## src/gddn_pkg.sv

```systemverilog
package gddn_pkg;

    // Highest accepted year
    localparam int unsigned MAX_YEAR = 9999;

    localparam int unsigned YEAR_W  = 14;
    localparam int unsigned MONTH_W = 4;
    localparam int unsigned DAY_W   = 5;
    localparam int unsigned DOY_W   = 9;
    localparam int unsigned DN_W    = 22;
    localparam int unsigned WD_W    = 3;
    // Unwrapped day count, wide enough for any 14-bit year
    localparam int unsigned CNT_W   = 23;
    // Octal digits of the day count, for the mod 7 reduction
    localparam int unsigned CNT_DIGITS = (CNT_W + 2) / 3;
    // floor(p / 100) for p < 2^14, as (p * 5243) >> 19
    localparam int unsigned Q100_W  = 8;
    localparam int unsigned PROD_W  = 27;
    localparam logic [PROD_W-1:0] RECIP_100 = 27'd5243;
    localparam int unsigned RECIP_SHIFT = 19;
    localparam int unsigned CORR_W  = 12;

    localparam logic [MONTH_W-1:0] MONTH_JAN = 4'd1;
    localparam logic [MONTH_W-1:0] MONTH_FEB = 4'd2;
    localparam logic [MONTH_W-1:0] MONTH_DEC = 4'd12;

    typedef struct packed {
        logic [DAY_W-1:0]   day;
        logic [MONTH_W-1:0] month;
        logic [YEAR_W-1:0]  year;
    } date_t;

    // After year split
    typedef struct packed {
        logic               range_ok;
        logic [YEAR_W-1:0]  p;
        logic [Q100_W-1:0]  q100;
        logic [MONTH_W-1:0] month;
        logic [DAY_W-1:0]   day;
    } split_t;

    // After calendar check; all zero for an invalid date
    typedef struct packed {
        logic              date_ok;
        logic              leap;
        logic [DOY_W-1:0]  doy;
        logic [CNT_W-1:0]  p365;
        logic [CORR_W-1:0] corr;
    } cal_t;

    typedef struct packed {
        logic             date_ok;
        logic             leap;
        logic [DOY_W-1:0] doy;
        logic [CNT_W-1:0] count;
    } cnt_t;

    function automatic logic [DAY_W-1:0] month_len(input logic [MONTH_W-1:0] m);
        logic [DAY_W-1:0] r;
        unique case (m)
            4'd1, 4'd3, 4'd5, 4'd7, 4'd8, 4'd10, 4'd12: r = 5'd31;
            4'd4, 4'd6, 4'd9, 4'd11:                    r = 5'd30;
            4'd2:                                       r = 5'd28;
            default:                                    r = 5'd0;
        endcase
        return r;
    endfunction

    function automatic logic [DOY_W-1:0] days_before(input logic [MONTH_W-1:0] m);
        logic [DOY_W-1:0] r;
        unique case (m)
            4'd2:    r = 9'd31;
            4'd3:    r = 9'd59;
            4'd4:    r = 9'd90;
            4'd5:    r = 9'd120;
            4'd6:    r = 9'd151;
            4'd7:    r = 9'd181;
            4'd8:    r = 9'd212;
            4'd9:    r = 9'd243;
            4'd10:   r = 9'd273;
            4'd11:   r = 9'd304;
            4'd12:   r = 9'd334;
            default: r = 9'd0;
        endcase
        return r;
    endfunction

endpackage

```

## src/gddn_decode.sv

```systemverilog
// Stage 1: year split (p = year-1, p/100 by reciprocal)
// Stage 2: leap test, month/day check, day of year, year terms
module gddn_decode (
    input  logic              aclk,
    input  logic              aresetn,
    input  logic              in_valid,
    output logic              in_ready,
    input  gddn_pkg::date_t   in_date,
    output logic              out_valid,
    input  logic              out_ready,
    output gddn_pkg::cal_t    out_cal
);

    logic             s1_valid_reg;
    gddn_pkg::split_t s1_reg;
    gddn_pkg::split_t s1_next;
    logic             s1_ready;
    logic             s2_valid_reg;
    gddn_pkg::cal_t   s2_reg;
    gddn_pkg::cal_t   s2_next;
    logic             s2_ready;

    logic [gddn_pkg::PROD_W-1:0] prod;
    logic [gddn_pkg::YEAR_W-1:0] p1;

    always_comb begin
        p1   = in_date.year - 14'd1;
        prod = {{(gddn_pkg::PROD_W-gddn_pkg::YEAR_W){1'b0}}, p1} * gddn_pkg::RECIP_100;
        s1_next.p        = p1;
        s1_next.q100     = prod[gddn_pkg::RECIP_SHIFT +: gddn_pkg::Q100_W];
        s1_next.range_ok = (in_date.year != 14'd0)
                        && (in_date.year <= gddn_pkg::YEAR_W'(gddn_pkg::MAX_YEAR))
                        && (in_date.month >= gddn_pkg::MONTH_JAN)
                        && (in_date.month <= gddn_pkg::MONTH_DEC);
        s1_next.month    = in_date.month;
        s1_next.day      = in_date.day;
    end

    logic [gddn_pkg::YEAR_W-1:0] cent_part;
    logic [gddn_pkg::YEAR_W-1:0] r100;
    logic                        leap;
    logic [gddn_pkg::DAY_W-1:0]  len;
    logic                        ok;

    always_comb begin
        cent_part = gddn_pkg::YEAR_W'(s1_reg.q100) * 14'd100;
        r100      = s1_reg.p - cent_part;
        // year%4==0 <=> p%4==3; year%100==0 <=> p%100==99; year%400 adds q100%4==3
        leap = (s1_reg.p[1:0] == 2'b11)
            && ((r100 != 14'd99) || (s1_reg.q100[1:0] == 2'b11));
        len  = gddn_pkg::month_len(s1_reg.month)
             + gddn_pkg::DAY_W'(leap && (s1_reg.month == gddn_pkg::MONTH_FEB));
        ok   = s1_reg.range_ok && (s1_reg.day != 5'd0) && (s1_reg.day <= len);

        s2_next = '0;
        if (ok) begin
            s2_next.date_ok = 1'b1;
            s2_next.leap    = leap;
            s2_next.doy     = gddn_pkg::days_before(s1_reg.month)
                            + gddn_pkg::DOY_W'(s1_reg.day)
                            + gddn_pkg::DOY_W'(leap && (s1_reg.month > gddn_pkg::MONTH_FEB));
            s2_next.p365    = gddn_pkg::CNT_W'(s1_reg.p) * 23'd365;
            // p/4 - p/100 + p/400
            s2_next.corr    = gddn_pkg::CORR_W'(s1_reg.p[gddn_pkg::YEAR_W-1:2])
                            - gddn_pkg::CORR_W'(s1_reg.q100)
                            + gddn_pkg::CORR_W'(s1_reg.q100[gddn_pkg::Q100_W-1:2]);
        end
    end

    assign s2_ready  = !s2_valid_reg || out_ready;
    assign s1_ready  = !s1_valid_reg || s2_ready;
    assign in_ready  = s1_ready;
    assign out_valid = s2_valid_reg;
    assign out_cal   = s2_reg;

    always_ff @(posedge aclk) begin
        if (!aresetn) begin
            s1_valid_reg <= 1'b0;
            s2_valid_reg <= 1'b0;
        end else begin
            if (s1_ready) begin
                s1_valid_reg <= in_valid;
            end
            if (s2_ready) begin
                s2_valid_reg <= s1_valid_reg;
            end
        end
    end

    always_ff @(posedge aclk) begin
        if (s1_ready && in_valid) begin
            s1_reg <= s1_next;
        end
        if (s2_ready && s1_valid_reg) begin
            s2_reg <= s2_next;
        end
    end

endmodule

```

## src/gddn_count.sv

```systemverilog
// Stage 3: day count = p*365 + leap corrections + day of year
module gddn_count (
    input  logic            aclk,
    input  logic            aresetn,
    input  logic            in_valid,
    output logic            in_ready,
    input  gddn_pkg::cal_t  in_cal,
    output logic            out_valid,
    input  logic            out_ready,
    output gddn_pkg::cnt_t  out_cnt
);

    logic           valid_reg;
    gddn_pkg::cnt_t cnt_reg;
    gddn_pkg::cnt_t cnt_next;

    always_comb begin
        cnt_next.date_ok = in_cal.date_ok;
        cnt_next.leap    = in_cal.leap;
        cnt_next.doy     = in_cal.doy;
        cnt_next.count   = in_cal.p365 + gddn_pkg::CNT_W'(in_cal.corr)
                         + gddn_pkg::CNT_W'(in_cal.doy);
    end

    assign in_ready  = !valid_reg || out_ready;
    assign out_valid = valid_reg;
    assign out_cnt   = cnt_reg;

    always_ff @(posedge aclk) begin
        if (!aresetn) begin
            valid_reg <= 1'b0;
        end else if (in_ready) begin
            valid_reg <= in_valid;
        end
    end

    always_ff @(posedge aclk) begin
        if (in_ready && in_valid) begin
            cnt_reg <= cnt_next;
        end
    end

endmodule

```

## src/gddn_weekday.sv

```systemverilog
// Stage 4: count mod 7 by octal digit sums (8 == 1 mod 7), output register
module gddn_weekday (
    input  logic                        aclk,
    input  logic                        aresetn,
    input  logic                        in_valid,
    output logic                        in_ready,
    input  gddn_pkg::cnt_t              in_cnt,
    output logic                        out_valid,
    input  logic                        out_ready,
    output logic                        out_date_ok,
    output logic                        out_leap,
    output logic [gddn_pkg::DOY_W-1:0]  out_doy,
    output logic [gddn_pkg::DN_W-1:0]   out_dn,
    output logic [gddn_pkg::WD_W-1:0]   out_wd
);

    logic [3*gddn_pkg::CNT_DIGITS-1:0] padded;
    logic [5:0]                        sum1;
    logic [3:0]                        sum2;
    logic [gddn_pkg::WD_W-1:0]         wd_next;

    always_comb begin
        padded = (3*gddn_pkg::CNT_DIGITS)'(in_cnt.count);
        sum1   = '0;
        for (int i = 0; i < gddn_pkg::CNT_DIGITS; i++) begin
            sum1 = sum1 + 6'(padded[3*i +: 3]);
        end
        sum2    = 4'(sum1[5:3]) + 4'(sum1[2:0]);
        wd_next = (sum2 >= 4'd7) ? 3'(sum2 - 4'd7) : sum2[2:0];
    end

    logic                       valid_reg;
    logic                       date_ok_reg;
    logic                       leap_reg;
    logic [gddn_pkg::DOY_W-1:0] doy_reg;
    logic [gddn_pkg::DN_W-1:0]  dn_reg;
    logic [gddn_pkg::WD_W-1:0]  wd_reg;

    assign in_ready    = !valid_reg || out_ready;
    assign out_valid   = valid_reg;
    assign out_date_ok = date_ok_reg;
    assign out_leap    = leap_reg;
    assign out_doy     = doy_reg;
    assign out_dn      = dn_reg;
    assign out_wd      = wd_reg;

    always_ff @(posedge aclk) begin
        if (!aresetn) begin
            valid_reg <= 1'b0;
        end else if (in_ready) begin
            valid_reg <= in_valid;
        end
    end

    always_ff @(posedge aclk) begin
        if (in_ready && in_valid) begin
            date_ok_reg <= in_cnt.date_ok;
            leap_reg    <= in_cnt.leap;
            doy_reg     <= in_cnt.doy;
            dn_reg      <= in_cnt.count[gddn_pkg::DN_W-1:0];
            wd_reg      <= wd_next;
        end
    end

endmodule

```

## src/gregorian_date_to_day_number_unit.sv

```systemverilog
// Gregorian date to day number and weekday converter.
// Slave stream (s_*): one date per transfer; tdata carries year, month, day.
// Master stream (m_*): one result per date, in input order; tdata carries
//   valid flag, leap flag, day of year, day number (1 Jan of year 1 = 1) and
//   weekday (0 Sunday .. 6 Saturday). Invalid dates (year outside 1..9999,
//   bad month or day) give valid flag 0 and all other fields 0.
// Throughput: one transfer per cycle while m_tready is high, set by the
//   four register stages (year split, calendar check, day count sum,
//   weekday/output register).
// Each stage holds its item when the next is full and stalled, so a stall
// on m_tready fills empty stages first; s_tready drops only once all four
// stages hold items. Nothing is lost or repeated.
// Reset (aresetn low, synchronous) empties the pipeline; m_tvalid is low
// afterwards and the block is ready at once.
module gregorian_date_to_day_number_unit (
    input  logic        aclk,
    input  logic        aresetn,
    input  logic        s_tvalid,
    output logic        s_tready,
    // [13:0] year_value, [17:14] month_value, [22:18] day_value, [23] zero
    input  logic [23:0] s_tdata,
    output logic        m_tvalid,
    input  logic        m_tready,
    // [0] date_valid, [1] leap_year, [10:2] day_of_year,
    // [32:11] day_number, [35:33] week_day, [39:36] zero
    output logic [39:0] m_tdata
);

    gddn_pkg::date_t in_date;
    gddn_pkg::cal_t  cal;
    gddn_pkg::cnt_t  cnt;
    logic            cal_valid;
    logic            cal_ready;
    logic            cnt_valid;
    logic            cnt_ready;

    logic                       date_ok;
    logic                       leap;
    logic [gddn_pkg::DOY_W-1:0] doy;
    logic [gddn_pkg::DN_W-1:0]  dn;
    logic [gddn_pkg::WD_W-1:0]  wd;

    assign in_date.year  = s_tdata[13:0];
    assign in_date.month = s_tdata[17:14];
    assign in_date.day   = s_tdata[22:18];

    // stages 1 and 2
    gddn_decode u_decode (
        .aclk      (aclk),
        .aresetn   (aresetn),
        .in_valid  (s_tvalid),
        .in_ready  (s_tready),
        .in_date   (in_date),
        .out_valid (cal_valid),
        .out_ready (cal_ready),
        .out_cal   (cal)
    );

    // stage 3
    gddn_count u_count (
        .aclk      (aclk),
        .aresetn   (aresetn),
        .in_valid  (cal_valid),
        .in_ready  (cal_ready),
        .in_cal    (cal),
        .out_valid (cnt_valid),
        .out_ready (cnt_ready),
        .out_cnt   (cnt)
    );

    // stage 4, output register
    gddn_weekday u_weekday (
        .aclk        (aclk),
        .aresetn     (aresetn),
        .in_valid    (cnt_valid),
        .in_ready    (cnt_ready),
        .in_cnt      (cnt),
        .out_valid   (m_tvalid),
        .out_ready   (m_tready),
        .out_date_ok (date_ok),
        .out_leap    (leap),
        .out_doy     (doy),
        .out_dn      (dn),
        .out_wd      (wd)
    );

    assign m_tdata = {4'b0000, wd, dn, doy, leap, date_ok};

`ifndef SYNTHESIS
    // invalid date carries all-zero result fields
    a_invalid_zero: assert property (@(posedge aclk) disable iff (!aresetn)
        (m_tvalid && !m_tdata[0]) |-> (m_tdata[39:1] == 39'd0))
        else $error("invalid date with nonzero result fields");

    // weekday always reduced below 7
    a_weekday_range: assert property (@(posedge aclk) disable iff (!aresetn)
        m_tvalid |-> (m_tdata[35:33] != 3'd7))
        else $error("week_day out of range");

    // valid date has day of year in 1..366
    a_doy_range: assert property (@(posedge aclk) disable iff (!aresetn)
        (m_tvalid && m_tdata[0]) |-> ((m_tdata[10:2] != 9'd0) && (m_tdata[10:2] <= 9'd366)))
        else $error("day_of_year out of range");

    // input backpressure only while a result is waiting
    a_ready_full: assert property (@(posedge aclk) disable iff (!aresetn)
        !s_tready |-> (m_tvalid && !m_tready))
        else $error("s_tready low with output free");
`endif

endmodule
```

## config.mk

```make
export PLATFORM = sky130hd
export DESIGN_NAME = gregorian_date_to_day_number_unit
export DESIGN_NICKNAME = d
export VERILOG_FILES = /design/src/gddn_pkg.sv /design/src/gddn_decode.sv /design/src/gddn_count.sv /design/src/gddn_weekday.sv /design/src/gregorian_date_to_day_number_unit.sv
export SDC_FILE = /design/constraint.sdc
export NUM_CORES = 1
export LEC_CHECK = 0
export BUFFER_PORTS_ARGS = -buffer_cell sky130_fd_sc_hd__buf_4
export CAP_MARGIN = 20
export CORE_MARGIN = 2
export CORE_UTILIZATION = 50
export CTS_BUF_LIST = sky130_fd_sc_hd__clkbuf_2
export DETAILED_ROUTE_END_ITERATION = 10
export HOLD_SLACK_MARGIN = 0.05
export PLACE_DENSITY = 0.67
export SYNTH_ARGS = -nofsm -noshare
export SYNTH_HDL_FRONTEND = slang
export SYNTH_SLANG_ARGS = --single-unit
```

## constraint.sdc

```tcl
create_clock -name aclk -period 9.3 [get_ports aclk]
set_input_delay 1.86 -clock aclk [delete_from_list [all_inputs] [get_ports aclk]]
set_output_delay 1.86 -clock aclk [all_outputs]
set_load 0.05 [all_outputs]
```

==> results.json, run 1 <==
{
  "slew-limit-headroom_pct": 25.4,
  "gr-total-overflow": 0,
  "avgSynthCellArea_um2": 11.0,
  "hold_viol_final": 0,
  "cts_setup_buffers": 0,
  "syn_area_um2": 15200,
  "use_met1_pct": 22.8,
  "cts_resized": 0,
  "via_count": 9560,
  "cts_buffers": 17,
  "end_kind": "flip-flop",
  "critPathMaxStageDelay_ns": 0.62,
  "synth_top_area_share_pct": 29.3,
  "grt_util_met3_pct": 1.83,
  "worstSetupStartpointType": "flip-flop",
  "grt_start_max_net_pins": 47,
  "htreeDepth": 4,
  "fin_hold_ws_ns": 0.465,
  "ys_types": 67,
  "hp-class": "reg2reg",
  "viasPerCell": 5.14,
  "hpwl_mm": 23.3,
  "ys_seq_area_share_pct": 31.4,
  "wl_mm": 27.3,
  "cp.arrival_ns": 8.06,
  "synth_edf_count": 148,
  "synth_flop_cell": "edfxtp_1",
  "die_w_um": 178,
  "drt_iter0_markers": 407,
  "yosys.area.top_type": "edfxtp_1",
  "yosys_warnings": 0,
  "finalMaxSlewViolations": 0,
  "grt_usage_pct": 18.6,
  "max-cap-violations": 0,
  "clk_latency_ns": 0.77,
  "cts_tree": "done",
  "worstSetupPathType": "reg2reg",
  "fin_util_pct": 55.4,
  "syn-instance-count": 1374,
  "syn_to_final_growth_pct": 8.67,
  "grt_antenna_before_repair": 1,
  "drt_pass1_iterations": 5,
  "drive_gt1_share_pct": 8.51,
  "synth.most_common_cell": "inv_1",
  "period_share_pct": 80.6,
  "cts_buffer_depth": 2,
  "ys_seq_elements": 164,
  "rsz0062_at_grt": "no",
  "setup_viol": 0,
  "synthArstFlopShare_pct": 0,
  "gr-max-usage-layer": "met2",
  "nFillCells": 2636,
  "max_freq_ghz": 0.133,
  "port_buffers": 64,
  "dieArea_um2": 31800,
  "fin_skew_ns": 0.0668,
  "grt_use_met2_pct": 35.3,
  "gp_congestion": 0.858,
  "worst_pin_slew_ns": 1.09,
  "status": "complete, no violations",
  "clock_sinks": 164,
  "num_io_pins": 70,
  "grt_pass1_wl_mm": 47.0,
  "wl_per_cell_um": 14.7,
  "worst_path_most_repeated_cell": "ha_1",
  "start_util_pct": 50.9,
  "grt_pass1_vias": 9935,
  "slowest_stage": "edfxtp_1",
  "crit_required_ns": 9.87,
  "cp_max_fo": 38,
  "antenna_left": 0,
  "die_h_um": 178,
  "ctsHoldBuffers": 0,
  "clkTransAtPathRegs_ns": 0.35,
  "finalCriticalPeriod_ns": 7.49,
  "final_nets": 1873,
  "largest_reg_flops": 46,
  "place_area_um2": 16200,
  "tns_ns": 0,
  "synth_area_leaders": "edfxtp_1, ha_1, fa_1, inv_1, xnor2_1",
  "fin_area_um2": 16500,
  "core_area_um2": 29800,
  "synth_commonest_cells": "inv_1, ha_1, edfxtp_1",
  "rows": 63,
  "drc": 0,
  "cts_root_buf": "clkbuf_2"
}
## layout by cell type (no fill, tap or decap), types with 9 or more instances in the layout
cell type,instances
inv_1,280
ha_1,244
edfxtp_1,148
fa_1,145
buf_4,74
nor2_1,63
a21oi_1,54
nand2_1,48
xnor2_1,48
o21ai_0,43
xor2_1,32
a21o_1,22
nor2b_1,19
nor3_1,17
clkbuf_2,17
nand2b_1,16
and2_1,16
dfxtp_1,16
o21a_1,14
nand3_1,12
and3_1,9
## worst max-delay path, delay by kind of cell, from the launching register on
kind | cells | cell delay (ns)
simple gates | 11 | 1.91
buf+inv | 3 | 0.45
fa+ha+maj | 9 | 2.61
flops | 1 | 0.62
compound gates | 8 | 1.52
xor+xnor | 1 | 0.17
## cell type report
class                   count  area [um2]  share of cell area (%)
diodes                      1        2.50                  0.0152
multi-input cells         918        9320                    56.5
clock buffers              17        85.1                   0.516
inverters                 280        1050                    6.37
flip-flops and latches    164        4760                    28.9
clock inverters            15         211                    1.28
well taps                 390         488                    2.96
repair buffers             75         576                    3.49
## path summary, 6_finish.rpt
kind              slack, ns                           from                                  to  depth (start not counted)
setup / recovery       1.81  u_decode.s1_reg[11]$_DFFE_PP_  u_decode.out_cal[34]$_SDFFCE_PN0P_                         32
hold / removal         0.46  u_count.out_cnt[30]$_DFFE_PP_      u_weekday.out_doy[7]$_DFFE_PP_                          0
setup reg to reg       1.81  u_decode.s1_reg[11]$_DFFE_PP_  u_decode.out_cal[34]$_SDFFCE_PN0P_                         32
hold reg to reg        0.46  u_count.out_cnt[30]$_DFFE_PP_      u_weekday.out_doy[7]$_DFFE_PP_                          0
## per-layer routing
layer	share of wire [%]	wire length, um	vias up
li1	-	-	4786
met1	43	11800	4599
met2	53	14400	143
met3	2.3	640	32
met4	1.5	423	0
met5	0	0	-
## through the flow
stage               setup slack [ns]  cells
CTS                             1.83   1859
global placement                1.20   1826
detailed placement              1.08   1827
finish                          1.81   1860
global route                    1.26   1860
floorplan                       1.44   1377
## logic make-up (layout without fill, tap and decap cells)
logic type / count (synthesis) / count (layout) / synth area share (%)
adder cells (fa/ha/maj): 389 / 389 / 39.2
AO/OA/AOI/OAI: 203 / 203 / 8.91
flip-flops: 164 / 164 / 31.4
buffers and inverters: 295 / 387 / 7.44
XOR/XNOR: 80 / 80 / 4.62
other: 1 / 5 / 0.0247
multiplexers: 8 / 8 / 0.544
AND/OR/NAND/NOR: 234 / 234 / 7.83
Power of run 1 is left out: the tool's default activity adds up to more than one toggle a clock period on the data nets, which glitch-free logic cannot reach.
==> run 2, diff against run 1 <==
--- a/config.mk
+++ b/config.mk
@@ -12,7 +12,7 @@
 export CTS_BUF_LIST = sky130_fd_sc_hd__clkbuf_2
 export DETAILED_ROUTE_END_ITERATION = 10
 export HOLD_SLACK_MARGIN = 0.05
-export PLACE_DENSITY = 0.67
+export PLACE_DENSITY = 0.7
 export SYNTH_ARGS = -nofsm -noshare
 export SYNTH_HDL_FRONTEND = slang
 export SYNTH_SLANG_ARGS = --single-unit
==> constraint.sdc (replaced) <==
create_clock -name aclk -period 6.5 [get_ports aclk]
set_input_delay 1.3 -clock aclk [delete_from_list [all_inputs] [get_ports aclk]]
set_output_delay 1.3 -clock aclk [all_outputs]
set_load 0.05 [all_outputs]
==> results.json, run 2 (synthesis gave the netlist of run 1 again) <==
{
  "status": "complete, but fails checks",
  "violations": "setup timing",
  "grt_start_max_net_pins": 47,
  "cts_buffers": 17,
  "hp-class": "reg2reg",
  "startpoint": "u_decode.s1_reg[12]$_DFFE_PP_",
  "final_cell_mix": "inv_1, ha_1, buf_4, edfxtp_1, fa_1",
  "hold_viol_final": 0,
  "rsz0062_at_grt": "yes",
  "worst_path_most_repeated_cell": "buf_4",
  "drt_pass1_iterations": 5,
  "clk_latency_ns": 0.80,
  "max-cap-violations": 0,
  "rows": 63,
  "wl_per_cell_um": 15.1,
  "min_path_cells": 0,
  "ctsHoldBuffers": 0,
  "slew-limit-headroom_pct": 30.8,
  "crit_buf_inv": 12,
  "worstSetupStartpointType": "flip-flop",
  "cp_max_fo": 7,
  "syn_to_final_growth_pct": 19.3,
  "hpwl_mm": 25.0,
  "setup_viol": 30,
  "fin_skew_ns": 0.0572,
  "via_count": 10300,
  "port_buffers": 64,
  "drc": 0,
  "max_freq_ghz": 0.151,
  "grt_pass1_wl_mm": 50.3,
  "path_delay_family": "adder cells",
  "slowest_stage": "edfxtp_1",
  "antenna_left": 0,
  "cts_root_buf": "clkbuf_2",
  "tns_ns": -1.91,
  "drive_gt1_share_pct": 21.2,
  "final_nets": 2001,
  "finalMaxSlewViolations": 0,
  "r2r_slack_ns": -0.12,
  "rr_worst_depth": 36,
  "worst_pin_slew_ns": 1.01,
  "grt_usage_pct": 20.1,
  "critPathMaxStageDelay_ns": 0.54,
  "r2r_start": "u_decode.s1_reg[12]$_DFFE_PP_",
  "die_w_um": 178,
  "mostFrequentLayoutCell": "inv_1",
  "gp_congestion": 0.882,
  "start_util_pct": 50.9,
  "crit_required_ns": 7.15,
  "clock_sinks": 164,
  "grt_antenna_before_repair": 1,
  "cts_tree": "done",
  "core_area_um2": 29800,
  "clkTransAtPathRegs_ns": 0.30,
  "period_share_pct": 102,
  "timing.rr.end": "u_decode.out_cal[21]$_SDFFCE_PN0P_",
  "drt_iter0_markers": 415,
  "wl_mm": 30.1,
  "finalCriticalPeriod_ns": 6.62,
  "cp-endpoint": "u_decode.out_cal[21]$_SDFFCE_PN0P_",
  "grt_pass1_vias": 10700,
  "num_io_pins": 70,
  "end_kind": "flip-flop",
  "setup_slack_ns": -0.122,
  "cp.depth": 36,
  "cts_buffer_depth": 2,
  "worstSetupPathType": "reg2reg",
  "cp.arrival_ns": 7.27,
  "dieArea_um2": 31800,
  "largest_reg_flops": 46,
  "htreeDepth": 4,
  "viasPerCell": 5.17,
  "gr-total-overflow": 0,
  "die_h_um": 178
}
run 2: metal layers:
layer	GRT usage (%)	vias to the layer above	share of wire (%)
met4	5.96	0	2.3
li1	-	5056	-
met1	23.2	4971	41
met3	2.62	54	2.6
met5	0	-	0
met2	38.4	186	54
run 2: final cells by class:
class / count / area (um2)
clock inverter: 14 / 140
clock buffer: 17 / 85.1
fill: 2393 / 11700
antenna: 1 / 2.50
inverter: 280 / 1070
timing repair buffer: 203 / 1620
multi-input combinational: 918 / 9930
sequential: 164 / 4760
tap: 390 / 488
run 2: through the flow:
| stage | util, % | worst slack, ns | std cells | cell area [um2] | hold WS (ns) |
|---|---|---|---|---|---|
| global route | 60.8 | -0.383 | 1987 | 18100 | 0.442 |
| finish | 60.8 | -0.122 | 1987 | 18100 | 0.442 |
| detailed placement | 57.7 | -0.826 | 1934 | 17200 | 0.409 |
| CTS | 59.2 | -0.0211 | 1977 | 17600 | 0.453 |
| global placement | 57.6 | -0.732 | 1933 | 17200 | 0.404 |
| floorplan | - | -0.143 | 1377 | 15400 | 0.400 |
run 2: worst min path at each step:
stage	start	endpoint	slack [ns]
global placement	u_count.out_cnt[30]$_DFFE_PP_	u_weekday.out_doy[7]$_DFFE_PP_	0.40
global route	u_count.out_cnt[6]$_DFFE_PP_	u_weekday.out_dn[6]$_DFFE_PP_	0.44
CTS	u_count.out_cnt[6]$_DFFE_PP_	u_weekday.out_dn[6]$_DFFE_PP_	0.45
detailed placement	u_decode.out_cal[44]$_SDFFCE_PN0P_	u_count.out_cnt[32]$_DFFE_PP_	0.41
floorplan	u_decode.out_cal[44]$_SDFFCE_PN0P_	u_count.out_cnt[32]$_DFFE_PP_	0.40
finish	u_decode.out_cal[44]$_SDFFCE_PN0P_	u_count.out_cnt[32]$_DFFE_PP_	0.44
run 2: repair_timing:
action	CTS	global route
resized for setup	23	86
pin swaps	19	44
endpoints found under the setup margin	46	51
setup buffers	12	9
cloned	0	0
run 2: worst reg2reg max path, delay by kind of cell (launching register included):
kind,cells,cell delay [ns]
compound gates,8,1.19
xor+xnor,1,0.09
fa+ha+maj,8,2.25
buf+inv,12,1.45
flops,1,0.54
mux,1,0.16
simple gates,6,0.82
Power of run 2 is left out for the same reason.
==> run 3, diff against run 2 <==
--- a/config.mk
+++ b/config.mk
@@ -7,12 +7,14 @@
 export LEC_CHECK = 0
 export BUFFER_PORTS_ARGS = -buffer_cell sky130_fd_sc_hd__buf_4
 export CAP_MARGIN = 20
+export CELL_PAD_IN_SITES_DETAIL_PLACEMENT = 1
+export CELL_PAD_IN_SITES_GLOBAL_PLACEMENT = 2
 export CORE_MARGIN = 2
-export CORE_UTILIZATION = 50
+export CORE_UTILIZATION = 40
 export CTS_BUF_LIST = sky130_fd_sc_hd__clkbuf_2
 export DETAILED_ROUTE_END_ITERATION = 10
 export HOLD_SLACK_MARGIN = 0.05
-export PLACE_DENSITY = 0.7
+export PLACE_DENSITY_LB_ADDON = 0.1
 export SYNTH_ARGS = -nofsm -noshare
 export SYNTH_HDL_FRONTEND = slang
 export SYNTH_SLANG_ARGS = --single-unit
==> results.json, run 3 (synthesis gave the netlist of run 1 again) <==
{
  "status": "complete, but fails checks",
  "drc": 0,
  "drt_pass1_iterations": 4,
  "rsz0062_at_grt": "yes",
  "cts_buffers": 17,
  "start_util_pct": 40.5,
  "wl_per_cell_um": 16.3,
  "gr-total-overflow": 0,
  "period_share_pct": 102,
  "mostFrequentLayoutCell": "inv_1",
  "cts_root_buf": "clkbuf_2",
  "cts_tree": "done",
  "fin_skew_ns": 0.0373,
  "drive_gt1_share_pct": 21.6,
  "end_kind": "flip-flop",
  "cp.arrival_ns": 7.20,
  "die_h_um": 199,
  "crit_required_ns": 7.05,
  "grt_antenna_before_repair": 1,
  "ctsHoldBuffers": 0,
  "slowest_stage": "edfxtp_1",
  "grt_usage_pct": 18.8,
  "cts_buffer_depth": 2,
  "grt_pass1_wl_mm": 57.0,
  "port_buffers": 64,
  "grt_pass1_vias": 11200,
  "gp_congestion": 0.805,
  "final_cell_mix": "inv_1, ha_1, buf_4, edfxtp_1, fa_1",
  "syn_to_final_growth_pct": 21.0,
  "finalMaxSlewViolations": 0,
  "viasPerCell": 4.81,
  "pre_cts_slack_ns": -0.807,
  "setup_viol": 20,
  "num_io_pins": 70,
  "cp_max_fo": 6,
  "violations": "setup timing",
  "rows": 71,
  "clock_sinks": 164,
  "setup_slack_ns": -0.145,
  "hold_viol_final": 0,
  "drt_iter0_markers": 261,
  "worstSetupStartpointType": "flip-flop",
  "finalCriticalPeriod_ns": 6.65,
  "clk_latency_ns": 0.80,
  "antenna_left": 0,
  "htreeDepth": 4,
  "clkTransAtPathRegs_ns": 0.28,
  "worst_pin_slew_ns": 0.937,
  "hpwl_mm": 29.3,
  "max-cap-violations": 0,
  "hp-class": "reg2reg",
  "dieArea_um2": 39500,
  "largest_reg_flops": 46,
  "wl_mm": 34.4,
  "die_w_um": 199,
  "core_area_um2": 37500,
  "via_count": 10200,
  "worst_path_most_repeated_cell": "ha_1",
  "slew-limit-headroom_pct": 37.4,
  "max_freq_ghz": 0.150,
  "worstSetupPathType": "reg2reg",
  "final_nets": 2009,
  "grt_start_max_net_pins": 47,
  "critPathMaxStageDelay_ns": 0.54
}
run 3: cell types whose count changed in the layout (fill, tap and decap cells not counted), moves of 3 or more:
cell	change
ha_1	+5
buf_6	-3
buf_4	+9
bufinv_16	+3
ha_4	-6
run 3: worst max-delay path, delay by kind of cell (launching register included):
family          cells  cell delay (ns)
buf+inv             3             0.29
compound gates     11             1.53
flops               1             0.54
xor+xnor            1             0.23
simple gates        8             1.46
fa+ha+maj           8             2.35
run 3: worst paths after layout:
path	cells after the start	startpoint	end	slack, ns
setup / recovery	31	u_decode.s1_reg[11]$_DFFE_PP_	u_decode.out_cal[34]$_SDFFCE_PN0P_	-0.15
hold / removal	0	u_count.out_cnt[24]$_DFFE_PP_	u_weekday.out_doy[1]$_DFFE_PP_	0.46
setup reg to reg	31	u_decode.s1_reg[11]$_DFFE_PP_	u_decode.out_cal[34]$_SDFFCE_PN0P_	-0.15
hold reg to reg	0	u_count.out_cnt[24]$_DFFE_PP_	u_weekday.out_doy[1]$_DFFE_PP_	0.46
run 3: what timing repair did:
action / CTS / global route
gates resized for setup: 50 / 60
setup buffers: 11 / 9
setup endpoints to repair: 46 / 47
pin swaps: 30 / 27
cloned: 1 / 0
run 3: layout make-up:
class / instances / area, um2
fillers: 4115 / 19100
multi-input cells: 918 / 9890
flip-flops and latches: 164 / 4760
repair buffers: 211 / 1680
inverters: 280 / 1080
well taps: 511 / 639
clock inverters: 14 / 215
clock buffers: 18 / 90.1
diodes: 1 / 2.50
run 3: per-layer routing:
layer,GRT usage (%),wire length (um),part of all wire [%],vias up
li1,-,-,-,5044
met1,21.9,14600,42,5026
met2,36.5,18900,55,79
met3,2.14,470,1.4,24
met4,4.15,439,1.3,0
met5,0,0,0,-
run 3: through the flow:
stage / cells / hold slack, ns / TNS (ns) / util (%) / area, um2
detailed placement: 2064 / 0.407 / -21.51 / 46.5 / 17400
CTS: 2108 / 0.461 / -1.33 / 48.2 / 18100
global placement: 2064 / 0.402 / -23.60 / 46.5 / 17400
finish: 2117 / 0.461 / -1.03 / 49.0 / 18400
floorplan: 1377 / 0.400 / -0.595 / - / 15400
global route: 2117 / 0.472 / -13.89 / 49.0 / 18400
Power of run 3 is left out for the same reason.
